$ cat src/hw/rtl/bda_pkg.sv
// Shared types, constants and helpers for the binary-to-decimal ASCII converter.
// No dependencies; imported by every module of the block.
package bda_pkg;

	localparam int VALUE_W = 16;
	localparam int DIGIT_W = 4;
	localparam int ASCII_W = 6;
	localparam int PLACE_W = 3;
	localparam int WEIGHT_W = 14;

	// Decimal places, ten thousands down to ones
	localparam logic [PLACE_W-1:0] PLACE_TENK = 3'd4;
	localparam logic [PLACE_W-1:0] PLACE_THOU = 3'd3;
	localparam logic [PLACE_W-1:0] PLACE_HUND = 3'd2;
	localparam logic [PLACE_W-1:0] PLACE_TENS = 3'd1;
	localparam logic [PLACE_W-1:0] PLACE_ONES = 3'd0;

	localparam logic [ASCII_W-1:0] ASCII_ZERO = 6'd48;
	localparam logic [DIGIT_W-1:0] DIGIT_MAX = 4'd9;

	// Controller to datapath
	typedef struct packed {
		logic load;	// take a new value, start at the top place
		logic sub;	// subtract the place weight, bump the digit count
		logic put;	// digit done: emit if needed, move to next place
	} cmd_t;

	// Datapath to controller
	typedef struct packed {
		logic ge;		// remainder still holds the place weight
		logic last_place;	// working on the ones place
		logic need_emit;	// current digit goes out as a character
		logic out_free;		// output register can take a character
	} stat_t;

	function automatic logic [WEIGHT_W-1:0] place_weight(input logic [PLACE_W-1:0] place);
		logic [WEIGHT_W-1:0] w;
		case (place)
			PLACE_TENK: w = 14'd10000;
			PLACE_THOU: w = 14'd1000;
			PLACE_HUND: w = 14'd100;
			PLACE_TENS: w = 14'd10;
			default: w = '0;
		endcase
		return w;
	endfunction

endpackage

$ cat src/hw/rtl/bda_ctrl.sv
// Controller state machine for the binary-to-decimal ASCII converter.
// Depends on bda_pkg; drives commands into bda_datapath.
module bda_ctrl
	import bda_pkg::*;
(
	input  logic  clk,
	input  logic  arst_n,
	input  logic  in_valid,
	output logic  in_ready,
	input  stat_t stat,
	output cmd_t  cmd
);

	typedef enum logic [1:0] {
		ST_IDLE = 2'b01,
		ST_BUSY = 2'b10
	} state_t;

	state_t state_q, state_d;

	always_comb begin
		state_d = state_q;
		cmd = '0;
		in_ready = 1'b0;
		case (state_q)
			ST_IDLE: begin
				in_ready = 1'b1;
				if (in_valid) begin
					cmd.load = 1'b1;
					state_d = ST_BUSY;
				end
			end
			ST_BUSY: begin
				if (stat.ge) begin
					cmd.sub = 1'b1;
				end else if (!stat.need_emit || stat.out_free) begin
					cmd.put = 1'b1;
					if (stat.last_place) begin
						state_d = ST_IDLE;
					end
				end
			end
			default: begin
				state_d = ST_IDLE;
			end
		endcase
	end

	always_ff @(posedge clk or negedge arst_n) begin
		if (!arst_n) begin
			state_q <= ST_IDLE;
		end else begin
			state_q <= state_d;
		end
	end

endmodule

$ cat src/hw/rtl/bda_datapath.sv
// Datapath: remainder, digit counter, place index and the output character register.
// Depends on bda_pkg; commanded by bda_ctrl.
module bda_datapath
	import bda_pkg::*;
(
	input  logic               clk,
	input  logic               arst_n,
	input  logic [VALUE_W-1:0] in_value,
	input  cmd_t               cmd,
	output stat_t              stat,
	output logic               out_valid,
	input  logic               out_ready,
	output logic [ASCII_W-1:0] out_ascii,
	output logic               out_last
);

	logic [VALUE_W-1:0] rest_q;
	logic [DIGIT_W-1:0] cnt_q;
	logic [PLACE_W-1:0] place_q;
	logic               lead_q;
	logic               out_valid_q;
	logic [ASCII_W-1:0] out_ascii_q;
	logic               out_last_q;

	logic [VALUE_W-1:0] weight;
	logic [DIGIT_W-1:0] digit;
	logic               last_place;
	logic               emit;

	assign weight     = {{(VALUE_W-WEIGHT_W){1'b0}}, place_weight(place_q)};
	assign last_place = (place_q == PLACE_ONES);
	assign digit      = last_place ? rest_q[DIGIT_W-1:0] : cnt_q;
	// hundreds, tens and ones always go out; higher places once nonzero
	assign emit = (place_q <= PLACE_HUND) || (digit != '0) || lead_q;

	assign stat.ge         = !last_place && (rest_q >= weight);
	assign stat.last_place = last_place;
	assign stat.need_emit  = emit;
	assign stat.out_free   = !out_valid_q || out_ready;

	always_ff @(posedge clk or negedge arst_n) begin
		if (!arst_n) begin
			cnt_q   <= '0;
			place_q <= PLACE_TENK;
			lead_q  <= 1'b0;
		end else if (cmd.load) begin
			cnt_q   <= '0;
			place_q <= PLACE_TENK;
			lead_q  <= 1'b0;
		end else if (cmd.sub) begin
			cnt_q <= cnt_q + 1'b1;
		end else if (cmd.put) begin
			cnt_q   <= '0;
			lead_q  <= lead_q | emit;
			if (!last_place) begin
				place_q <= place_q - 1'b1;
			end
		end
	end

	always_ff @(posedge clk) begin
		if (cmd.load) begin
			rest_q <= in_value;
		end else if (cmd.sub) begin
			rest_q <= rest_q - weight;
		end
	end

	always_ff @(posedge clk or negedge arst_n) begin
		if (!arst_n) begin
			out_valid_q <= 1'b0;
		end else if (cmd.put && emit) begin
			out_valid_q <= 1'b1;
		end else if (out_ready) begin
			out_valid_q <= 1'b0;
		end
	end

	always_ff @(posedge clk) begin
		if (cmd.put && emit) begin
			out_ascii_q <= ASCII_ZERO + {{(ASCII_W-DIGIT_W){1'b0}}, digit};
			out_last_q  <= last_place;
		end
	end

	assign out_valid = out_valid_q;
	assign out_ascii = out_ascii_q;
	assign out_last  = out_last_q;

	// digit counter never passes nine
	a_cnt_range: assert property (@(posedge clk) disable iff (!arst_n)
		cnt_q <= DIGIT_MAX)
		else $error("digit count above nine");

	// a character is only written while the output register is free
	a_no_overwrite: assert property (@(posedge clk) disable iff (!arst_n)
		(cmd.put && emit) |-> (!out_valid_q || out_ready))
		else $error("output character overwritten");

	// emitted characters are decimal digits
	a_ascii_range: assert property (@(posedge clk) disable iff (!arst_n)
		out_valid_q |-> (out_ascii_q >= ASCII_ZERO && out_ascii_q <= ASCII_ZERO + 6'd9))
		else $error("output character not a decimal digit");

	// the ones place is always emitted and closes the number
	a_ones_last: assert property (@(posedge clk) disable iff (!arst_n)
		(cmd.put && last_place) |=> (out_valid_q && out_last_q))
		else $error("ones digit not emitted as last character");

endmodule

$ cat src/hw/rtl/binary_to_decimal_ascii.sv
// Top level of the binary-to-decimal ASCII converter.
// Depends on bda_pkg, bda_ctrl and bda_datapath.
//
// Usage:
//   s_* takes one unsigned 16-bit number per transaction (s_tdata).
//   m_* returns the number as decimal ASCII characters, most significant
//   first, one character per transaction; m_tlast marks the ones digit.
//   Hundreds, tens and ones always appear; the ten-thousands digit only when
//   nonzero, the thousands digit when nonzero or after a ten-thousands digit.
// Operation:
//   Digits are peeled by repeated subtraction of 10000, 1000, 100 and 10 in
//   one shared subtractor, one subtraction per cycle. A number occupies the
//   block until its ones digit has gone to the output register, after which
//   s_tready rises again. Each character is written as soon as its digit
//   is counted and the output register is free.
//   One number is converted at a time.
// Stall:
//   Characters sit in a single output register; if m_tready is low the
//   conversion holds at the next digit to emit. The next number can be
//   accepted while the last character still waits.
// Reset:
//   arst_n clears the controller and the output valid; nothing is pending.
module binary_to_decimal_ascii
	import bda_pkg::*;
(
	input  logic        clk,
	input  logic        arst_n,
	input  logic        s_tvalid,
	output logic        s_tready,
	input  logic [15:0] s_tdata,	// [15:0] value
	output logic        m_tvalid,
	input  logic        m_tready,
	output logic [7:0]  m_tdata,	// [5:0] ascii_digit, [7:6] zero
	output logic        m_tlast	// last_digit
);

	cmd_t               cmd;
	stat_t              stat;
	logic [ASCII_W-1:0] ascii;

	bda_ctrl u_ctrl (
		.clk      (clk),
		.arst_n   (arst_n),
		.in_valid (s_tvalid),
		.in_ready (s_tready),
		.stat     (stat),
		.cmd      (cmd)
	);

	bda_datapath u_datapath (
		.clk       (clk),
		.arst_n    (arst_n),
		.in_value  (s_tdata[VALUE_W-1:0]),
		.cmd       (cmd),
		.stat      (stat),
		.out_valid (m_tvalid),
		.out_ready (m_tready),
		.out_ascii (ascii),
		.out_last  (m_tlast)
	);

	assign m_tdata = {{(8-ASCII_W){1'b0}}, ascii};

endmodule
$ cat config.mk
export PLATFORM = sky130hd
export DESIGN_NAME = binary_to_decimal_ascii
export DESIGN_NICKNAME = d
export VERILOG_FILES = /design/src/hw/rtl/bda_pkg.sv /design/src/hw/rtl/bda_ctrl.sv /design/src/hw/rtl/bda_datapath.sv /design/src/hw/rtl/binary_to_decimal_ascii.sv
export SDC_FILE = /design/constraint.sdc
export NUM_CORES = 1
export LEC_CHECK = 0
export BUFFER_PORTS_ARGS = -buffer_cell sky130_fd_sc_hd__buf_4
export CAP_MARGIN = 20
export CELL_PAD_IN_SITES_DETAIL_PLACEMENT = 2
export CELL_PAD_IN_SITES_GLOBAL_PLACEMENT = 2
export CORE_ASPECT_RATIO = 1.5
export CORE_MARGIN = 5
export CORE_UTILIZATION = 31
export DETAILED_ROUTE_END_ITERATION = 16
export GPL_ROUTABILITY_DRIVEN = 0
export PLACE_DENSITY = 0.72
export SLEW_MARGIN = 25
export SYNTH_ARGS = -nofsm -noshare
export SYNTH_HDL_FRONTEND = slang
export SYNTH_SLANG_ARGS = --single-unit
$ cat constraint.sdc
create_clock -name clk -period 3.81 [get_ports clk]
set_clock_uncertainty 0.1 [all_clocks]
set_input_delay 1.143 -clock clk [delete_from_list [all_inputs] [get_ports clk]]
set_output_delay 1.143 -clock clk [all_outputs]
set_load 0.1 [all_outputs]
==> Word level (Yosys, flattened, before mapping) <==
Cells that the tools add are included.
{ "op_classes": {"addsub": 4, "n_lt_le_gt_ge": 2, "eq_ne": 12, "muxes": 28, "n_bitwise": 1, "n_reduce_logical": 18} }
{ "ops": {"columns": ["op", "count"], "rows": [
  ["$pmux W14 S4", 1],
  ["$mux W16", 2],
  ["$ge A16 B14 Y1", 1],
  ["$mux W4", 4],
  ["$sub A16 B14 Y16", 1],
  ["$mux W3", 4],
  ["$mux W1", 11],
  ["$mux W2", 5],
  ["$add A5 B5 Y6 const A", 1],
  ["$eq A3 B2 Y1 const B", 2],
  ["$ne A2 B1 Y1 const B", 3],
  ["$ne A2 B2 Y1 const B", 3],
  ["$reduce_bool A2 Y1", 3],
  ["$add A4 B1 Y4 const B", 1],
  ["$logic_or A1 B1 Y1", 4],
  ["$pmux W2 S2", 1],
  ["$reduce_and A4 Y1", 1],
  ["$reduce_bool A4 Y1", 1],
  ["$eq A3 B1 Y1 const B", 1],
  ["$eq A3 B3 Y1 const B", 1],
  ["$le A3 B2 Y1 const B", 1],
  ["$logic_not A1 Y1", 3],
  ["$logic_not A3 Y1", 1],
  ["$reduce_and A3 Y1", 1],
  ["7 further kinds", 8]
]} }
{ "word_totals": {"reg_bits": 34, "out_inout_bits": 11, "wordCells": 73} }

==> Longest topological paths before layout <==
Gate-level depths: netlist of the first run.
{ "logic_depth": {"depth_word": 13, "ltp_mapped": 12} }

==> Hierarchy <==
Synthesis of the first run repeated with hierarchy kept, for this count alone.
{ "hier_totals": {"cells_unflattened": 243, "area_unflattened_um2": 2297.2} }
{ "modules_own_cells": {"columns": ["mod", "instances", "cells_per_inst", "area_per_inst_um2", "seq_area_each_um2"], "rows": [
  ["bda_datapath", 1, 227, 2153.3, 857.1],
  ["bda_ctrl", 1, 13, 125.1, 51.3],
  ["binary_to_decimal_ascii", 1, 3, 18.8, 0.0]
]} }

==> Worst setup path before layout of the first run <==
No wires, ideal clock.
{ "synth_path": {"path_kind": "flip-flop to flip-flop", "startpoint": "register u_ctrl.state_q[0]", "endpoint": "register u_datapath.rest_q[10], enable pin", "arrival_time_ps": 3066, "setup_slack_ps": 278, "path_stages_with_launch": 6, "period_less_slack_ps": 3532, "path_cell_list": "dfstp_2 -> nor2b_1 -> nand2_1 -> clkbuf_1 -> buf_1 -> nand2_1"} }
{ "synth_via": {"elab_chain_cells": 3} }
{ "synth_lines": {"columns": ["element", "line", "text"], "rows": [
  ["from (decl)", "bda_ctrl.sv:19", "state_t state_q, state_d;"],
  ["from (signal assigned)", "bda_ctrl.sv:53", "state_q <= state_d;"],
  ["$eq A2 B2 Y1 or $eq A2 B1 Y1 (tied branches)", "bda_ctrl.sv:25", "case (state_q)"],
  ["$mux W2 or $mux W1 (tied branches)", "bda_ctrl.sv:25", null],
  ["$reduce_bool A2 Y1 (no source line) *", null, null],
  ["to (signal assigned)", "bda_datapath.sv:63", "rest_q <= in_value;"],
  ["to (signal assigned)", "bda_datapath.sv:65", "rest_q <= rest_q - weight;"],
  ["to (decl)", "bda_datapath.sv:17", "logic [VALUE_W-1:0] rest_q;"]
]} }
Every way passes the cells marked *; elsewhere a longest branch is shown, timed or not.
A chain may end at the register's enable or synchronous reset.

==> Worst setup path in the final report of the first run <==
{ "layout_path": {"startpoint": "register u_datapath.place_q[0]", "endpoint": "register u_datapath.out_ascii_q[3] (netlist: u_datapath.out_ascii[3]), enable pin"} }
{ "layout_via": {"elab_chain_cells": 11} }
{ "layout_lines": {"columns": ["element", "line", "text"], "rows": [
  ["from (decl)", "bda_datapath.sv:19", "logic [PLACE_W-1:0] place_q;"],
  ["from (signal assigned)", "bda_datapath.sv:56", "place_q <= place_q - 1'b1;"],
  ["branches (longest 10 deep; another with $ge A16 B14 Y1)", null, null],
  ["$logic_and A1 B1 Y1 *", "bda_datapath.sv:80", "if (cmd.put && emit) begin"],
  ["to (signal assigned)", "bda_datapath.sv:81", "out_ascii_q <= ASCII_ZERO + {{(ASCII_W-DIGIT_W){1'b0}}, digit};"],
  ["to (decl)", "bda_datapath.sv:22", "logic [ASCII_W-1:0] out_ascii_q;"]
]} }
Mark *: on every way between the ends.

==> metrics.md, run 1 <==
| Metric | Value |
|---|---|
| Worst Tran Pin Value | 585 ps |
| DRC viols | 0 |
| Leak pwr | 0.00111 µW |
| Switch share | 47.3% |
| Post-synthesis xor/xnor area fraction | 4.28% |
| Layout cells sized above 1 | 16.2% |
| Hold/Removal Path Class | flip-flop to flip-flop |
| Clock buffer count from CTS | 5 |
| Hold Slack | 460 ps |
| CTS clk-pin slew, worst paths | 70 ps |
| Post-CTS setup buffer count | 0 |
| Flip-flop and latch area | 908 µm² |
| Multi-input logic area | 1260 µm² |
| Root buffer cell | clkbuf_8 |
| Slowest-stage cell, CP | or3_2 |
| Setup ws final | 394 ps |
| Initial antenna violation count | 0 |
| Vias in the first global route | 2133 |
| Status | finished, final reports clean |
| Site Rows | 38 |
| Largest family of logic cells by synthesized area | simple AND/OR/NAND/NOR gates |
| Cells after Synth | 247 |
| Max-cap violation count | 0 |
| Die Wd | 79.6 µm |
| Post-Route WL | 6620 µm |
| Mapped Area | 2250 µm² |
| WHS Path Cells | 1 |
| Final min period | 3420 ps |
| Cts hold-fix bufs | 0 |
| Post-Synth Simple-Gate Area | 22.5% |
| Ys flop type | edfxtp_1 |
| IO buf count | 26 |
| Critical Path Source Type | flip-flop |
| N_diodes | 0 |
| Tot GR Track Use | 15.5% |
| Total grt overflow | 0 |
| Post-CTS sizing | 0 |
| Post-synth EDFFs | 21 |
| Compound-gate portion of the synthesized area | 17.2% |
| Max Freq | 293 MHz |
| Pin count of the biggest net entering global routing | 31 |
| Worst Path Arrival | 3270 ps |
| Wire per inst | 17.6 µm |
| Area Overhead vs Synth | 17.5% |
| Yosys cell types | 50 |
| H-tree Lvls | 2 |
| Peak VDD IR | 0.548 mV |
| CTS tree | done |
| Final setup vio count | 0 |
| Crit path buf inv count | 1 |
| Adder-Cell Fraction of Synth Area | 10.3% |
| Cell breakdown of the critical path | inv_1 > ha_1 > nand2b_1 > and2_1 > ha_1 > a21oi_1 > o21ai_0 > a21oi_1 > o32ai_2 > or3_2 > nor2_1 |
| Critical Path Sink Type | flip-flop |
| First-pass GRT wire length | 10700 µm |
| Final setup TNS | 0 ps |
| Nets | 314 |
| HPWL after detailed placement | 5140 µm |
| Worst reg2reg path depth | 11 |
| Yosys warnings | 0 |
| CTS sink cnt | 32 |
| Hold Vio Cnt, Final | 0 |
| Starting Density | 31.4% |
| Reg2Reg Setup Slack | 390 ps |
| DRT iter0 DRCs | 37 |
| Pre-CTS setup slack | 445 ps |
| Core ar. | 7180 µm² |
| Post-place instance area | 2560 µm² |
| Worst skew pair latency | 290 ps |
| Via-to-Cell Ratio | 5.15 |
| Required time worst endpoint | 3660 ps |
| Register bit total from synthesis | 32 |
| Die area | 9110 µm² |
| Post-synthesis mux area share | 0.888% |
| CP Class | flip-flop to flip-flop |
| Crit. path cell count | 11 |
| Internal power | 1330 µW |
| Power density cells | 956 nW/µm² |
| Clock network power share | 11.1% |
| Final worst path period share | 89.7% |
| NetSw | 1200 µW |
| Final instance area | 2650 µm² |
| RSZ-0062 raised after global routing | no |
| Max incr delay on CP | 490 ps |
| I/O pin count | 31 |
| Sequential share of power | 29.2% |
| Via count | 1943 |
| Fill cells | 824 |
| Max Slew Vio Count | 0 |
| Family with the most delay on the worst path | simple AND/OR/NAND/NOR gates |
| Reg-to-Reg Start | u_datapath.place_q[0] |
| Logic pwr share | 59.7% |
| Asr flop ratio synth | 34.4% |
| Number of antenna-violating nets in the routed design | 0 |
| Avg Cell Area, Syn | 9.12 µm² |
| Die Ht | 114 µm |
| FF-to-FF End | u_datapath.out_ascii[3] |
| Max Fanout on Critical Path | 5 |
| Setup crit end | u_datapath.out_ascii[3] |
| DR pass1 iterations | 4 |
| Relative slew slack | 60.8% |
| Crit. Startpoint | u_datapath.place_q[0] |
| Seq/Total Area, Yosys | 40.3% |
| CTS Buffer Depth | 2 |
metal layers:
metal	track usage, %	share of wire, %
met1	16.3	38
met2	29.6	55
met3	2.13	3.3
met4	7.45	3.4
met5	0	0
kinds of logic (layout without fill, tap and decap cells):
group | after synthesis | after routing
buffers and inverters | 21 | 49
adder cells (fa/ha/maj) | 18 | 18
flip-flops | 32 | 32
other | 2 | 4
AO/OA/AOI/OAI | 61 | 61
multiplexers | 2 | 2
AND/OR/NAND/NOR | 100 | 100
XOR/XNOR | 11 | 11
power groups by stage:
stage	Combinational, µW	Clock (µW)	Sequential [µW]
2_1_floorplan	1100	0	748
3_3_place_gp	1480	0	745
3_5_place_dp	1530	0	748
4_1_cts	1540	294	741
5_1_grt	1700	311	759
6_report	1510	281	739
cells in the final DEF, fill, tap and decap left out, types with 3 or more instances in the layout:
cell type	count
o21a_1	3
conb_1	4
and2_1	4
xnor2_1	5
nor2b_1	5
inv_1	9
xor2_1	6
buf_4	30
clkbuf_8	6
dfrtp_1	9
nand2_1	33
nand3_1	8
ha_1	17
nor3_1	8
nand2b_1	7
a21oi_1	25
nor2_1	19
edfxtp_1	21
o21ai_0	16
cell type report:
type,instances,area share (%)
multi-input cells,196,47.5
flip-flops and latches,32,34.3
repair buffers,30,8.50
well taps,100,4.72
clock buffers,7,3.26
inverters,11,1.56
clock inverters,1,0.142
synth_stat cells (2+ instances only):
library cell	count	area (µm²)
a211oi_1	2	15.0
a21oi_1	25	125
and2_1	4	25.0
buf_4	4	30.0
clkbuf_1	5	18.8
conb_1	2	7.51
dfrtp_1	9	225
dfstp_2	2	52.6
edfxtp_1	21	631
ha_1	17	213
inv_1	9	33.8
mux2i_1	2	20.0
nand2_1	33	124
nand2b_1	7	43.8
nand3_1	8	40.0
nand3b_1	2	15.0
nor2_1	19	71.3
nor2b_1	5	31.3
nor3_1	8	40.0
nor3b_1	2	15.0
o211ai_1	2	15.0
o21a_1	3	22.5
o21ai_0	16	80.1
o31ai_1	2	15.0
or4_1	2	15.0
or4_4	2	22.5
or4bb_1	2	22.5
xnor2_1	5	43.8
xor2_1	6	52.6
worst min-delay path by stage:
stage | startpoint | to | slack [ps]
2_1_floorplan | u_datapath.place_q[0] | u_datapath.place_q[0] | 400
3_3_place_gp | u_datapath.place_q[0] | u_datapath.place_q[0] | 430
3_5_place_dp | u_datapath.place_q[0] | u_datapath.place_q[0] | 450
4_1_cts | u_datapath.place_q[0] | u_datapath.place_q[0] | 470
5_1_grt | u_datapath.place_q[0] | u_datapath.place_q[0] | 510
6_report | u_datapath.place_q[0] | u_datapath.place_q[0] | 460
sequential cells by signal, indices dropped and copies added (netlist names):
| name | cells |
|---|---|
| u_datapath.rest_q | 16 |
| u_datapath.cnt_q | 4 |
| u_datapath.out_ascii | 4 |
| u_datapath.place_q | 3 |
| u_ctrl.state_q | 2 |
| u_datapath.lead_q | 1 |
| u_datapath.out_last | 1 |
| u_datapath.out_valid | 1 |
stage by stage:
step | total power [µW] | util (%) | cells
finish | 2530 | 36.9 | 377
global route | 2770 | 36.9 | 377
CTS | 2580 | 36.9 | 377
detailed placement | 2280 | 35.6 | 369
global placement | 2230 | 35.6 | 369
floorplan | 1850 | - | 249
Power figures use the tool's default switching activity.
==> run 2, diff against run 1 <==
==> constraint.sdc (replaced) <==
create_clock -name clk -period 3.7 [get_ports clk]
set_clock_uncertainty 0.1 [all_clocks]
set_input_delay 1.11 -clock clk [delete_from_list [all_inputs] [get_ports clk]]
set_output_delay 1.11 -clock clk [all_outputs]
set_load 0.1 [all_outputs]
==> metrics.md, run 2 (same netlist as run 1, synthesis figures left out) <==
| Metric | Value |
|---|---|
| Post-Route WL | 6500 µm |
| Pin count of the biggest net entering global routing | 31 |
| Root buffer cell | clkbuf_8 |
| Commonest non-fill, non-tap cell in the layout | nand2_1 |
| Hold Slack | 463 ps |
| Final worst path period share | 91.7% |
| Cts hold-fix bufs | 0 |
| DRT iter0 DRCs | 24 |
| Final setup TNS | 0 ps |
| Die Wd | 79.6 µm |
| Die Ht | 114 µm |
| First-pass GRT wire length | 10800 µm |
| CTS tree | done |
| Internal power | 1370 µW |
| CTS Buffer Depth | 2 |
| Max Slew Vio Count | 0 |
| Max incr delay on CP | 500 ps |
| Final min period | 3390 ps |
| Vias in the first global route | 2192 |
| Final setup vio count | 0 |
| Wire per inst | 17.2 µm |
| Worst skew pair latency | 290 ps |
| Nets | 315 |
| Area Overhead vs Synth | 18.1% |
| Post-CTS sizing | 0 |
| Core ar. | 7180 µm² |
| Max FFs per register | 16 |
| Peak VDD IR | 0.439 mV |
| Site Rows | 38 |
| Max Fanout on Critical Path | 8 |
| CTS clk-pin slew, worst paths | 70 ps |
| Clock network power share | 10.3% |
| Clock buffer count from CTS | 5 |
| Max-cap violation count | 0 |
| Via-to-Cell Ratio | 5.15 |
| Fill cells | 829 |
| Leak pwr | 0.00111 µW |
| Starting Density | 31.4% |
| Tot GR Track Use | 15.4% |
| Total grt overflow | 0 |
| Max Freq | 295 MHz |
| Commonest cells after routing, fill and taps aside | nand2_1, buf_4, a21oi_1 |
| Multi-input logic area | 1260 µm² |
| Global routing usage on met3 | 2.44% |
| Post-placement cell count | 370 |
| CTS sink cnt | 32 |
| Number of antenna-violating nets in the routed design | 0 |
| Met1 GRT Util | 15.9% |
| Switch share | 47.2% |
| Hold/Removal Path Class | flip-flop to flip-flop |
| Critical Path Source Type | flip-flop |
| Power density cells | 976 nW/µm² |
| HPWL after detailed placement | 5210 µm |
| Die area | 9110 µm² |
| Layout cells sized above 1 | 16.9% |
| Sequential share of power | 29.3% |
| Relative slew slack | 60.2% |
| CP Class | flip-flop to flip-flop |
| Required time worst endpoint | 3550 ps |
| H-tree Lvls | 2 |
| Worst Path Arrival | 3240 ps |
| Initial antenna violation count | 0 |
| DR pass1 iterations | 3 |
| Reg with most FFs | u_datapath.rest_q |
| N_diodes | 0 |
| Cell breakdown of the critical path | inv_1 > ha_1 > nor2b_1 > nor2b_1 > ha_1 > a21oi_1 > nand3_1 > a21oi_1 > o32ai_2 > or3_2 > nor2_1 |
| Most used routing layer | met2 |
| Via count | 1947 |
| Flip-flop and latch area | 908 µm² |
| IO buf count | 26 |
| Total Power | 2600 µW |
| Slowest-stage cell, CP | or3_2 |
| RSZ-0062 raised after global routing | no |
| Post-CTS setup buffer count | 0 |
| DRC viols | 0 |
| Worst Tran Pin Value | 595 ps |
| Status | finished, final reports clean |
| Logic pwr share | 60.4% |
| GR Util met2 | 30.7% |
| Critical Path Sink Type | flip-flop |
| I/O pin count | 31 |
| Hold Vio Cnt, Final | 0 |
| Non-filler cells in the finished layout | 378 |
| NetSw | 1230 µW |
-- run 2: cell count changes in the layout (fill, tap and decap cells not counted) --
cell and change:
clkinv_2 +2, buf_12 +1, clkbuf_1 -1, clkbuf_8 -1
-- run 2: final timing paths --
check                                            from                 endpoint  slack (ps)  cells after the start
worst max-delay path            u_datapath.place_q[1]  u_datapath.out_ascii[3]         310                     11
worst min-delay path            u_datapath.place_q[0]    u_datapath.place_q[0]         460                      1
worst max register to register  u_datapath.place_q[1]  u_datapath.out_ascii[3]         310                     11
worst min register to register  u_datapath.place_q[0]    u_datapath.place_q[0]         460                      1
max in group asynchronous                      arst_n    u_datapath.place_q[2]        2720                      1
min in group asynchronous                      arst_n      u_datapath.cnt_q[1]         550                      1
-- run 2: critical path, delay by kind of cell, from the launching register on --
| family | cells | cell delay, ps |
|---|---|---|
| AND/OR/NAND/NOR | 5 | 1230 |
| AO/OA/AOI/OAI | 3 | 650 |
| adder cells (fa/ha/maj) | 2 | 510 |
| flip-flops | 1 | 420 |
| buffers and inverters | 1 | 150 |
-- run 2: per-stage QoR --
| step | instance area, µm² | setup WS (ps) | util, % |
|---|---|---|---|
| floorplan | 2260 | 168 | - |
| global placement | 2580 | 412 | 35.9 |
| detailed placement | 2580 | 273 | 35.9 |
| CTS | 2660 | 272 | 37.1 |
| global route | 2660 | 47.6 | 37.1 |
| finish | 2660 | 308 | 37.1 |
-- run 2: final cells by class --
| type | count | area share, % |
|---|---|---|
| Inverter | 11 | 1.55 |
| Clock buffer | 5 | 2.59 |
| Multi-Input combinational cell | 196 | 47.3 |
| Clock inverter | 3 | 0.517 |
| Tap cell | 100 | 4.70 |
| Timing Repair Buffer | 31 | 9.21 |
| Sequential cell | 32 | 34.1 |
-- run 2: power by group through the flow --
stage | Clock, µW | Combinational (µW) | Sequential [µW]
detailed placement | 0 | 1600 | 770
global placement | 0 | 1540 | 768
CTS | 284 | 1600 | 765
floorplan | 0 | 1140 | 770
finish | 267 | 1570 | 760
global route | 301 | 1760 | 782
-- run 2: per-layer routing --
| metal | share of wire, % | vias to the layer above |
|---|---|---|
| met1 | 39 | 970 |
| met5 | 0 | - |
| met4 | 1.3 | 0 |
| met3 | 2.8 | 7 |
| met2 | 57 | 29 |
| li1 | - | 941 |
